## config.mk

```make
export PLATFORM = sky130hd
export DESIGN_NAME = plid_cell
export DESIGN_NICKNAME = d
export VERILOG_FILES = /design/src/rtl/plid_pkg.sv /design/src/rtl/plid_cell.sv
export SDC_FILE = /design/constraint.sdc
export NUM_CORES = 1
export LEC_CHECK = 0
export BUFFER_PORTS_ARGS = -buffer_cell sky130_fd_sc_hd__buf_2
export CAP_MARGIN = 20
export CORE_AREA = 2 2 79 81
export CTS_BUF_LIST = sky130_fd_sc_hd__clkbuf_2 sky130_fd_sc_hd__clkbuf_4 sky130_fd_sc_hd__clkbuf_8
export CTS_CLUSTER_DIAMETER = 50
export DETAILED_ROUTE_END_ITERATION = 10
export DIE_AREA = 0 0 81 83
export PLACE_DENSITY = 0.91
export SLEW_MARGIN = 20
export SYNTH_ARGS = -nofsm -noshare
export SYNTH_HDL_FRONTEND = slang
export SYNTH_SLANG_ARGS = --single-unit
export TNS_END_PERCENT = 20
```

## constraint.sdc

```tcl
create_clock -name i_clk -period 2.2 [get_ports i_clk]
set_input_delay 0.22 -clock i_clk [delete_from_list [all_inputs] [get_ports i_clk]]
set_output_delay 0.22 -clock i_clk [all_outputs]
set_load 0.02 [all_outputs]
```

## src/rtl/plid_pkg.sv

```systemverilog
package plid_pkg;

    localparam int DEF_DEPTH      = 64;
    localparam int DEF_ELEM_WIDTH = 32;
    localparam int VAL_W          = 32;   // width of the value ports
    localparam int STATUS_W       = 2;
    localparam int REQ_W          = 2;

    typedef enum logic [REQ_W-1:0] {
        REQ_INSERT = 2'd0,
        REQ_DELETE = 2'd1,
        REQ_READ   = 2'd2
    } t_req;

    typedef enum logic [STATUS_W-1:0] {
        ST_OK     = 2'd0,
        ST_FULL   = 2'd1,
        ST_BADPOS = 2'd2
    } t_status;

    // per-cycle command broadcast to every cell
    typedef struct packed {
        logic ins;
        logic del;
        logic rd;
    } t_cell_ctl;

endpackage

```

## src/rtl/plid_cell.sv

```systemverilog
module plid_cell import plid_pkg::*; #(
    parameter int IDX        = 0,
    parameter int POS_W      = 7,
    parameter int ELEM_WIDTH = DEF_ELEM_WIDTH
) (
    input  logic                  i_clk,
    input  t_cell_ctl             i_ctl,
    input  logic [POS_W-1:0]      i_pos,
    input  logic [ELEM_WIDTH-1:0] i_value,
    input  logic [ELEM_WIDTH-1:0] i_left,
    input  logic [ELEM_WIDTH-1:0] i_right,
    output logic [ELEM_WIDTH-1:0] o_data,
    output logic [ELEM_WIDTH-1:0] o_tap
);

    localparam logic [POS_W-1:0] MY_POS = POS_W'(IDX);

    logic [ELEM_WIDTH-1:0] r_data;
    logic [ELEM_WIDTH-1:0] n_data;
    logic [ELEM_WIDTH-1:0] r_tap;
    logic [ELEM_WIDTH-1:0] n_tap;

    always_comb begin
        n_data = r_data;
        if (i_ctl.ins && (MY_POS > i_pos)) begin
            n_data = i_left;
        end else if (i_ctl.ins && (MY_POS == i_pos)) begin
            n_data = i_value;
        end else if (i_ctl.del && (MY_POS >= i_pos)) begin
            n_data = i_right;
        end
    end

    // tap is zero unless this cell is the one being read
    assign n_tap = (i_ctl.rd && (MY_POS == i_pos)) ? r_data : '0;

    always_ff @(posedge i_clk) begin
        r_data <= n_data;
        r_tap  <= n_tap;
    end

    assign o_data = r_data;
    assign o_tap  = r_tap;

endmodule

```

Word-level counts from Yosys, hierarchy flattened
Cells that the tools add are included.
Word-level totals
  bits in registers: 64
  input port bits: 107
  output and inout port bits: 64
  logic and storage cells: 13
Operators by class
  $lt $le $gt $ge: 2
  multiplexer cells: 3
  reductions and logical operators: 6
Operators by type and width (number)
  two-way mux 32 bit: 3
  >= comparator 1 x 7 -> 1 bit (first input constant): 1
  > comparator 1 x 7 -> 1 bit (first input constant): 1
  logical NOT 7 bit: 1
  logical AND 1 bit: 4
  nonzero test 3 bit: 1

Logic depth before layout (Yosys ltp)
  word-level depth: 5
  depth in mapped cells: 4
  depth with buffers taken out: 3

Worst setup path before layout
Ideal clock, no wire load.
  path kind: input port to flip-flop
  from: input i_pos[5]
  to: register r_data[0] (netlist: o_data[0]) (enable)
  library setup time: 387 ps
  data arrival time: 1304 ps
  required time: 1813 ps
  setup slack: 509 ps
  stages: 2
  buffers on the path: 0
  path through: nor3_1 o211a_1
Between the ends
  cells in the longest elaborated chain, start to end: 3
  elaborated cells between the ends (all ways): 7
  those cells by class: order compare (2); reduce/logical (5)
RTL lines
  start: declaration: RTL line plid_cell.sv:8  | input logic [POS_W-1:0] i_pos,
  > comparator 1 x 7 -> 1 bit, or another cell as far along: RTL line plid_cell.sv:25  | if (i_ctl.ins && (MY_POS > i_pos)) begin
  logical AND 1 bit (on tied branches): RTL line plid_cell.sv:25, plid_cell.sv:27, plid_cell.sv:29
  nonzero test 3 bit (no line) *
  end signal: assignment: RTL line plid_cell.sv:38  | r_data <= n_data;
  end: declaration: RTL line plid_cell.sv:18  | logic [ELEM_WIDTH-1:0] r_data;
Every way passes the cells marked *; elsewhere a longest branch is shown, timed or not.
A chain may end at the register's enable or synchronous reset.

Worst setup path after layout
  from: input i_pos[5]
  to: register r_data[12] (netlist: o_data[12]), data pin
Between the ends
  cells in the longest elaborated chain, start to end: 4
  elaborated cells between the ends (all ways): 6
  those cells by class: order compare (1); mux (2); reduce/logical (3)
RTL lines
  branches (longest 3 deep; another with > comparator 1 x 7 -> 1 bit)
  two-way mux 32 bit *: RTL line plid_cell.sv:25
  named net n_data[12]: RTL line plid_cell.sv:19  | logic [ELEM_WIDTH-1:0] n_data;
Mark *: on every way through the listed nets, which the timed path passes.

==> impl_metrics.json <==
{
  "numCtsBuffers": 9,
  "finalSetupTns_ps": 0,
  "crit_path_cell_trace": "buf_2, nor3_1, nand3_2, buf_4, mux2_4",
  "clkPwrFrac_pct": 44.0,
  "gp_congestion": 0.735,
  "cp.depth": 5,
  "ir_worst_vdd_mv": 0.462,
  "yosysUniqueCellTypes": 12,
  "drive_gt1_share_pct": 65.8,
  "grt_pass1_vias": 1581,
  "combPwrFrac_pct": 5.2,
  "p_sw_share_pct": 18.5,
  "hold_buffers": 0,
  "post-cts-setup-buffer-count": 0,
  "cpMaxStageDelayCell": "nor3_1",
  "n_fill_cell": 498,
  "clockRootBuffer": "clkbuf_8",
  "synthesis.area_sq_mm": 0.00238,
  "max_stage_delay_ps": 350,
  "critPathTopFamily": "simple AND/OR/NAND/NOR gates",
  "hold_viol_final": 0,
  "grt_pass1_wl_um": 7430,
  "path_clk_slew_ps": 70,
  "clock.fmax_mhz": 743,
  "clk_latency_ps": 330,
  "switchingPower_mw": 0.457,
  "leakage_nw": 1.69,
  "p_int_mw": 2.01,
  "yosysTopAreaCellShare_pct": 40.4,
  "synth.avg_cell_area_sq_um": 17.1,
  "numPortBuffers": 138,
  "cts-resized-gates": 0,
  "fin_crit_sh_pct": 61.2,
  "drv_slew": 0,
  "ff2ff_path_depth": 1,
  "dr.pass1.iters": 4,
  "dr_total_vias": 1597,
  "post-place-ws_ps": 500,
  "drt_iter0_drc": 21,
  "crit_path_start_kind": "input port",
  "finalWorstSetupSlack_ps": 854,
  "synth_seq_cells": 64,
  "initial_core_util_pct": 40.9,
  "fin_util_pct": 57.9,
  "syn_to_final_growth_pct": 41.6,
  "cts.sinks": 64,
  "antenna_left": 0,
  "end_kind": "register",
  "crit_type": "input port to register",
  "cp_num_buf_inv": 2,
  "cp_max_fo": 24,
  "via_per_inst": 4.35,
  "core-area_sq_mm": 0.00582,
  "status": "finished clean",
  "holdWs_ps": 186,
  "synth_nets": 246,
  "antenna_cells": 0,
  "grt_antenna_before_repair": 0,
  "clk_path_buf_depth": 2,
  "cts_tree": "built",
  "synth_cells": 139,
  "dieArea_sq_mm": 0.00672,
  "yosysWarnings": 0,
  "maxSlewHeadroom_pct": 71.6,
  "h-tree-depth": 3,
  "drv_cap": 0,
  "wl_per_cell_um": 13.6,
  "worstMarginPinSlew_ps": 425,
  "worstPathArrival_ps": 1430,
  "period_needed_ps": 1350,
  "pwr_density_cell_mw_per_mm2": 735,
  "grt_setup_unrepaired": "no",
  "rows": 28,
  "holdCritPathClass": "input port to register",
  "hpwl_um": 3910,
  "drc": 0,
  "pin_count": 171,
  "layout.nets": 394,
  "finClkSkew_ps": 5.69,
  "hold_depth": 2,
  "worstPathRequired_ps": 2280,
  "die_w_um": 81,
  "p_seq_share_pct": 50.8,
  "grt_max_degree": 25,
  "wl_um": 4980,
  "ys_seq_area_share_pct": 67.4,
  "yosys.area.top_type": "edfxtp_1",
  "grt_util_all_layers_pct": 15.1,
  "dieHeight_um": 83,
  "synth_area_leaders": "edfxtp_1, dfxtp_1, mux2_4, and2_1, buf_6",
  "total_power_mw": 2.47,
  "grt-ovfl-total": 0,
  "setup_viol": 0
}
-- worst paths after layout --
path | start | end | slack [ps]
worst max-delay path | i_pos[5] | o_data[12] | 850
worst min-delay path | i_right[13] | o_data[13] | 190
worst max register to register | o_data[14] | o_tap[14] | 1530
worst min register to register | o_data[31] | o_tap[31] | 470
-- state kept, by name (all words and copies together) (netlist names) --
signal,flops
o_tap,32
o_data,32
-- power groups by stage --
stage	clock (mW)	sequential, mW	combinational [mW]
finish	1.09	1.26	0.129
global route	1.17	1.26	0.139
CTS	1.12	1.26	0.130
detailed placement	0	1.28	0.130
global placement	0	1.28	0.125
floorplan	0	1.29	0.0494
-- kinds of logic after synthesis --
kind of cell,share of synthesized area [%]
compound gates,0.421
buf+inv,2.05
flops,67.4
mux,19.9
simple gates,10.2
-- metrics by stage --
| stage | area [sq um] | instances |
|---|---|---|
| finish | 3360 | 367 |
| global route | 3360 | 367 |
| CTS | 3360 | 367 |
| detailed placement | 3150 | 351 |
| global placement | 3150 | 351 |
| floorplan | 2380 | 139 |
-- per-layer routing --
layer  track usage (%)  share of wire, %
met3              4.02               7.8
met1              15.4                38
met5                 0                 0
met4              9.71               1.9
met2              26.4                52
-- synthesized netlist by cell type --
| cell type | n |
|---|---|
| and2_1 | 32 |
| dfxtp_1 | 32 |
| edfxtp_1 | 32 |
| mux2_4 | 30 |
| buf_6 | 3 |
| clkbuf_2 | 3 |
| mux2_2 | 2 |
| and3_1 | 1 |
| nand3_2 | 1 |
| nor3_1 | 1 |
| nor4_4 | 1 |
| o211a_1 | 1 |
-- layout make-up --
class	instances	area [sq um]	share of cell area (%)
well taps	75	93.8	2.79
multi-input cells	69	726	21.6
repair buffers	143	728	21.6
clock inverters	4	68.8	2.05
flip-flops and latches	64	1600	47.6
clock buffers	12	146	4.35
-- layout by cell type, fill, tap and decap left out, drive strengths merged --
master,instances
bufinv,2
clkbuf,12
o211a,1
edfxtp,32
clkinv,2
nor3,1
and3,1
buf,143
and2,32
dfxtp,32
nor4,1
nand3,1
mux2,32
No activity file was read; power rests on OpenSTA's default activity.
